File: config.mk
export PLATFORM = sky130hd
export DESIGN_NAME = llsc_turn
export DESIGN_NICKNAME = d
export VERILOG_FILES = /design/src/rtl/core/llsc_pkg.sv /design/src/rtl/core/llsc_turn.sv
export SDC_FILE = /design/constraint.sdc
export NUM_CORES = 2
export LEC_CHECK = 0
export BUFFER_PORTS_ARGS = -buffer_cell sky130_fd_sc_hd__buf_4
export CAP_MARGIN = 25
export CORE_MARGIN = 3
export CORE_UTILIZATION = 40
export DETAILED_ROUTE_END_ITERATION = 7
export SKIP_LAST_GASP = 1
export SLEW_MARGIN = 40
export SYNTH_ARGS = -nofsm -noshare
export SYNTH_HDL_FRONTEND = slang
export SYNTH_SLANG_ARGS = --single-unit
File: constraint.sdc
create_clock -name clk_i -period 10.25 [get_ports clk_i]
set_input_delay 1.5375 -clock clk_i [delete_from_list [all_inputs] [get_ports clk_i]]
set_output_delay 1.5375 -clock clk_i [all_outputs]
set_load 0.005 [all_outputs]
File: src/rtl/core/llsc_pkg.sv
`timescale 1ns / 1ps
// Shared widths, constants and types for the latitude/longitude to Cartesian pipeline.
// No dependencies; every other file in rtl/core refers to it by scoped name.
package llsc_pkg;

  // Field widths
  localparam int DEG_W    = 33;
  localparam int TURN_W   = 32;
  localparam int UNIT_W   = 32;
  localparam int POS_W    = 32;
  localparam int RADIUS_W = 23;
  localparam logic [RADIUS_W-1:0] RADIUS_RESET = 23'd6371000;

  localparam int ANGLE_FRAC_BITS = 24;
  localparam int ROTATION_STEPS  = 24;

  // Degrees to binary angle: (|deg| << TURN_SHIFT + 180) / 360 is worked as
  // (|deg| << (TURN_SHIFT - 3) + 22) / 45, the divide by 45 a byte at a time.
  localparam int TURN_SHIFT = TURN_W - ANGLE_FRAC_BITS;
  localparam int NUM_SHIFT  = TURN_SHIFT - 3;
  localparam int NUM_W      = DEG_W + NUM_SHIFT;
  localparam int DIGIT_W    = 8;
  localparam int DIV_STAGES = (NUM_W + DIGIT_W - 1) / DIGIT_W;
  localparam int DIV_W      = DIV_STAGES * DIGIT_W;
  localparam int REM_W      = 6;
  localparam int PART_W     = REM_W + DIGIT_W;
  localparam int RECIP_W    = 15;
  localparam int RECIP_SHIFT = 20;
  localparam int PROD_W     = PART_W + RECIP_W;
  localparam logic [REM_W-1:0]   DIV_DEN    = 6'd45;
  localparam logic [RECIP_W-1:0] DIV_RECIP  = 15'd23302;
  localparam logic [DIGIT_W-1:0] ROUND_BIAS = 8'd22;

  // CORDIC datapath
  localparam int CX_W = 33;
  localparam int CZ_W = 34;
  localparam logic signed [CX_W-1:0] INV_GAIN = 33'sd652032874;
  localparam logic signed [CX_W-1:0] UNIT_POS = 33'sd1073741824;
  localparam logic signed [CX_W-1:0] UNIT_NEG = -33'sd1073741824;
  localparam logic [TURN_W-1:0] QUARTER_TURN       = 32'h4000_0000;
  localparam logic [TURN_W-1:0] HALF_TURN          = 32'h8000_0000;
  localparam logic [TURN_W-1:0] THREE_QUARTER_TURN = 32'hC000_0000;

  localparam logic [31:0] ATAN_TABLE [32] = '{
    32'h20000000, 32'h12E4051E, 32'h09FB385B, 32'h051111D4,
    32'h028B0D43, 32'h0145D7E1, 32'h00A2F61E, 32'h00517C55,
    32'h0028BE53, 32'h00145F2F, 32'h000A2F98, 32'h000517CC,
    32'h00028BE6, 32'h000145F3, 32'h0000A2FA, 32'h0000517D,
    32'h000028BE, 32'h0000145F, 32'h00000A30, 32'h00000518,
    32'h0000028C, 32'h00000146, 32'h000000A3, 32'h00000051,
    32'h00000029, 32'h00000014, 32'h0000000A, 32'h00000005,
    32'h00000003, 32'h00000001, 32'h00000001, 32'h00000000
  };

  // Q2.30 products
  localparam int MUL_W    = 64;
  localparam int MUL_FRAC = 30;
  localparam logic signed [MUL_W-1:0] MUL_ROUND = 64'sd536870912;

  typedef struct packed {
    logic [DIGIT_W-1:0] digit;
    logic [REM_W-1:0]   rem;
  } div_res_t;

  typedef struct packed {
    logic signed [UNIT_W-1:0] clat;
    logic signed [UNIT_W-1:0] slat;
    logic signed [UNIT_W-1:0] clon;
    logic signed [UNIT_W-1:0] slon;
  } trig_t;

  // One quotient byte of a divide by 45: reciprocal multiply, exact for part < 45 * 256
  function automatic div_res_t div_digit(input logic [PART_W-1:0] part);
    logic [PROD_W-1:0] prod;
    logic [PART_W-1:0] back;
    div_res_t          res;
    prod      = PROD_W'(part) * PROD_W'(DIV_RECIP);
    res.digit = prod[RECIP_SHIFT +: DIGIT_W];
    back      = PART_W'(res.digit) * PART_W'(DIV_DEN);
    res.rem   = REM_W'(part - back);
    return res;
  endfunction

  // Q2.30 product, rounded half up
  function automatic logic signed [UNIT_W-1:0] mul_round(input logic signed [UNIT_W-1:0] a,
                                                         input logic signed [UNIT_W-1:0] b);
    logic signed [MUL_W-1:0] prod;
    logic signed [MUL_W-1:0] sum;
    prod = MUL_W'(a) * MUL_W'(b);
    sum  = (prod + MUL_ROUND) >>> MUL_FRAC;
    return sum[UNIT_W-1:0];
  endfunction

endpackage

File: src/rtl/core/llsc_turn.sv
`timescale 1ns / 1ps
// Degrees to binary angle for both lanes: magnitude prep, then a byte-per-stage divide by 45.
// Depends on llsc_pkg.
module llsc_turn (
  input  logic                                    clk_i,
  input  logic                                    rst_ni,
  input  logic                                    en_i,
  input  logic                                    valid_i,
  input  logic signed [llsc_pkg::DEG_W-1:0]       lat_i,
  input  logic signed [llsc_pkg::DEG_W-1:0]       lon_i,
  output logic                                    valid_o,
  output logic [1:0][llsc_pkg::TURN_W-1:0]        turn_o
);

  logic [llsc_pkg::DIV_STAGES:0] valid_q;

  logic                          neg_q [llsc_pkg::DIV_STAGES+1][2];
  logic [llsc_pkg::DIV_W-1:0]    num_q [llsc_pkg::DIV_STAGES+1][2];
  logic [llsc_pkg::REM_W-1:0]    rem_q [llsc_pkg::DIV_STAGES+1][2];
  logic [llsc_pkg::TURN_W-1:0]   quo_q [llsc_pkg::DIV_STAGES+1][2];

  always_ff @(posedge clk_i or negedge rst_ni) begin
    if (!rst_ni) begin
      valid_q <= '0;
    end else if (en_i) begin
      valid_q <= {valid_q[llsc_pkg::DIV_STAGES-1:0], valid_i};
    end
  end

  for (genvar l = 0; l < 2; l++) begin : g_lane
    logic signed [llsc_pkg::DEG_W-1:0] deg;
    logic [llsc_pkg::DEG_W-1:0]        mag;

    assign deg = (l == 0) ? lat_i : lon_i;
    assign mag = deg[llsc_pkg::DEG_W-1] ? llsc_pkg::DEG_W'(-deg) : llsc_pkg::DEG_W'(deg);

    // Magnitude, prescaled, with the half-unit bias for rounding away from zero
    always_ff @(posedge clk_i) begin
      if (en_i) begin
        neg_q[0][l] <= deg[llsc_pkg::DEG_W-1];
        num_q[0][l] <= (llsc_pkg::DIV_W'(mag) << llsc_pkg::NUM_SHIFT)
                       + llsc_pkg::DIV_W'(llsc_pkg::ROUND_BIAS);
        rem_q[0][l] <= '0;
        quo_q[0][l] <= '0;
      end
    end

    for (genvar k = 0; k < llsc_pkg::DIV_STAGES; k++) begin : g_div
      logic [llsc_pkg::PART_W-1:0] part;
      llsc_pkg::div_res_t          res;

      assign part = {rem_q[k][l],
                     num_q[k][l][llsc_pkg::DIV_W-1-k*llsc_pkg::DIGIT_W -: llsc_pkg::DIGIT_W]};
      assign res  = llsc_pkg::div_digit(part);

      // Quotient bits beyond one turn drop off the top
      always_ff @(posedge clk_i) begin
        if (en_i) begin
          neg_q[k+1][l] <= neg_q[k][l];
          num_q[k+1][l] <= num_q[k][l];
          rem_q[k+1][l] <= res.rem;
          quo_q[k+1][l] <= {quo_q[k][l][llsc_pkg::TURN_W-llsc_pkg::DIGIT_W-1:0], res.digit};
        end
      end
    end

    assign turn_o[l] = neg_q[llsc_pkg::DIV_STAGES][l] ? -quo_q[llsc_pkg::DIV_STAGES][l]
                                                      : quo_q[llsc_pkg::DIV_STAGES][l];
  end

  assign valid_o = valid_q[llsc_pkg::DIV_STAGES];

endmodule

==> run_results.csv <==
group,metric,value,unit
sta,rsz0062_at_grt,"false",
floorplan,io_pins,135,
floorplan,rows,119,
min_path,hp-class,"reg -> reg",
floorplan,start_util,40.5,%
critical_path,setup.worst_path.start_class,"flop",
detailed_routing,ant_nets,0,
logic_synthesis,synth_area,42800,um2
sta,slew_viol_final,0,
clocking,post_cts_resized,0,
min_path,hold_path_depth,0,
logic_synthesis,synth_edf_count,406,
clocking,cts_buffers,50,
logic_synthesis,synthMuxAreaShare,0.380,%
detailed_routing,route.detailed.drc,0,
logic_synthesis,synthDistinctLibCells,69,
critical_path,required,10.60,ns
floorplan,die-area,111000,um2
critical_path,startpoint,"num_q[0][293]",
critical_path,end_kind,"flop",
clocking,clock_latency,0.61,ns
critical_path,r2r_start,"num_q[0][293]",
detailed_routing,viasPerCell,4.86,
logic_synthesis,synthTopCellsByArea,"ha_1 (30%), edfxtp_1 (28%), fa_1 (15%)",
global_routing,grt_max_degree,83,
floorplan,coreArea,106000,um2
final_layout,syn_to_final_growth,10.4,%
placed_design,place_ws,2.21,ns
logic_synthesis,syn_avg_cell_area,11.4,um2
sta,setup_tns,0,ns
detailed_routing,via_count,26000,
sta,relSlewSlack,47.5,%
clocking,cts.path.max_buffers,3,
sta,hold_viol,0,
clocking,clock-sinks,412,
critical_path,critPathSlowestCell,"edfxtp_1",
detailed_routing,drt_iter0_drc,870,
clocking,postCtsHoldBufs,0,
global_routing,overflow,0,
sta,finClkSkew,0.0168,ns
critical_path,cp_slowest_stage_delay,0.54,ns
logic_synthesis,synth_compound_area_share,7.39,%
sta,setup_viol_count_final,0,
final_layout,stdcell_count,5346,
logic_synthesis,yosys.area.top_type,"ha_1",
logic_synthesis,synth_fa_ha_area_share,44.9,%
logic_synthesis,synth_top_family_by_area,"adder cells",
critical_path,crit_arrival,8.53,ns
clocking,clkSlewWorstSetupHoldPaths,0.06,ns
run,maxCapViolCount,0,
final_layout,drive_gt1_share,6.35,%
logic_synthesis,synth_most_common_cell,"ha_1",
detailed_routing,drt_pass1_iterations,4,
logic_synthesis,async_flop_share,1.46,%
sta,max_slew.worst_pin.slew,0.782,ns
clocking,cts_tree,"yes",
critical_path,path_class,"reg -> reg",
logic_synthesis,yosys.area_share.xor_xnor,6.93,%
logic_synthesis,synth_top_cell_area_share,29.8,%
global_routing,antenna_found_initial,4,
logic_synthesis,postSynthCellCount,3739,
final_layout,fin_area,47200,um2
final_layout,nNetsFinal,5325,
detailed_routing,routed_wl,82.0,mm
logic_synthesis,synth_nets,5150,
logic_synthesis,yosys.area_share.simple,4.47,%
logic_synthesis,ys_seq_area_share,28.8,%
sta,period_needed,8.17,ns
critical_path,crit_fanout,6,
sta,fmax,122,MHz
placed_design,place_area,45500,um2
critical_path,cpMostUsedCell,"ha_1",
global_routing,grt_usage,15.2,%
placed_design,place.gp.congestion,0.863,
sta,min_period_over_period,79.7,%
placed_design,place_hpwl,68.8,mm
logic_synthesis,yosysWarningCount,0,
placed_design,dp.cells,5252,
global_routing,grt_pass1_vias,27300,
run_status,outcome,"finished clean",
logic_synthesis,ys_ff_latch,412,
critical_path,rr_worst_depth,28,
floorplan,die_x,333,um
placed_design,portBuffers,134,
detailed_routing,wl_per_cell,15.3,um
logic_synthesis,synth_commonest_cells,"ha_1 (1018), inv_1 (792), edfxtp_1 (406)",
clocking,cts_setup_buffers,0,
sta,fin_ws,2.08,ns
clocking,htreeDepth,2,
min_path,worstHoldStart,"quo_q[3][44]",
logic_synthesis,synth_ff_type,"edfxtp_1",
global_routing,grt_first_pass_wirelength,137,mm
floorplan,chipHeight,333,um
clocking,root_buffer,"clkbuf_16",
-- routing by layer --
| layer | up-vias | global-route usage, % | routed length [um] |
|---|---|---|---|
| met4 | 0 | 4.58 | 2180 |
| met5 | - | 0 | 0 |
| met2 | 238 | 25.8 | 38100 |
| li1 | 13200 | - | - |
| met3 | 102 | 1.64 | 2080 |
| met1 | 12400 | 20.5 | 39600 |
-- per-stage QoR --
step,util [%],hold slack (ns)
floorplan,-,0.400
global placement,43.1,0.400
detailed placement,43.1,0.405
CTS,44.6,0.406
global route,44.7,0.417
finish,44.7,0.413
-- state kept, by name (all words and copies together), names as in the netlist --
name,flops
valid_q,6
quo_q,160
neg_q,12
rem_q,48
num_q,186
-- kinds of logic after synthesis --
kind of cell               count (synthesis)
AOI/OAI and AO/OA                        473
adders and majority gates               1341
xor gates and xnor gates                 331
DFF                                      412
and+or+nand+nor                          355
buffers and inverters                    812
muxes                                     15
-- placed cells by master (no fill, tap or decap), drive strengths merged, types with 82 or more instances in the layout --
| cell type | Yosys | layout |
|---|---|---|
| inv | 792 | 800 |
| xnor2 | 257 | 257 |
| buf | 5 | 143 |
| fa | 323 | 323 |
| nand2 | 82 | 82 |
| ha | 1018 | 1018 |
| o21ai | 115 | 115 |
| a21oi | 94 | 94 |
| edfxtp | 406 | 406 |
-- worst paths after layout --
kind	to	slack [ns]
min in group asynchronous	valid_q[2]	0.72
worst min-delay path	quo_q[4][52]	0.41
worst max register to register	rem_q[0][59]	2.08
max in group asynchronous	valid_q[4]	9.41
worst min register to register	quo_q[4][52]	0.41
worst max-delay path	rem_q[0][59]	2.08
-- critical path: cells and delay by family (launching register included) --
kind / cells / cell delay (ns)
adders and majority gates: 12 / 4.52
AOI/OAI and AO/OA: 8 / 1.75
xor gates and xnor gates: 4 / 0.82
DFF: 1 / 0.54
buffers and inverters: 3 / 0.19
and+or+nand+nor: 1 / 0.09
-- layout make-up --
| cell class | count | area, um2 |
|---|---|---|
| Tap cell | 1391 | 1740 |
| Clock buffer | 58 | 1350 |
| Timing Repair Buffer | 143 | 1120 |
| Multi-Input combinational cell | 2515 | 27400 |
| Clock inverter | 31 | 300 |
| Inverter | 792 | 2970 |
| Antenna cell | 4 | 10.0 |
| Fill cell | 9921 | 58500 |
| Sequential cell | 412 | 12300 |
Power is left out: the tool's default activity adds up to more than one toggle a clock period on the data nets, which glitch-free logic cannot reach.
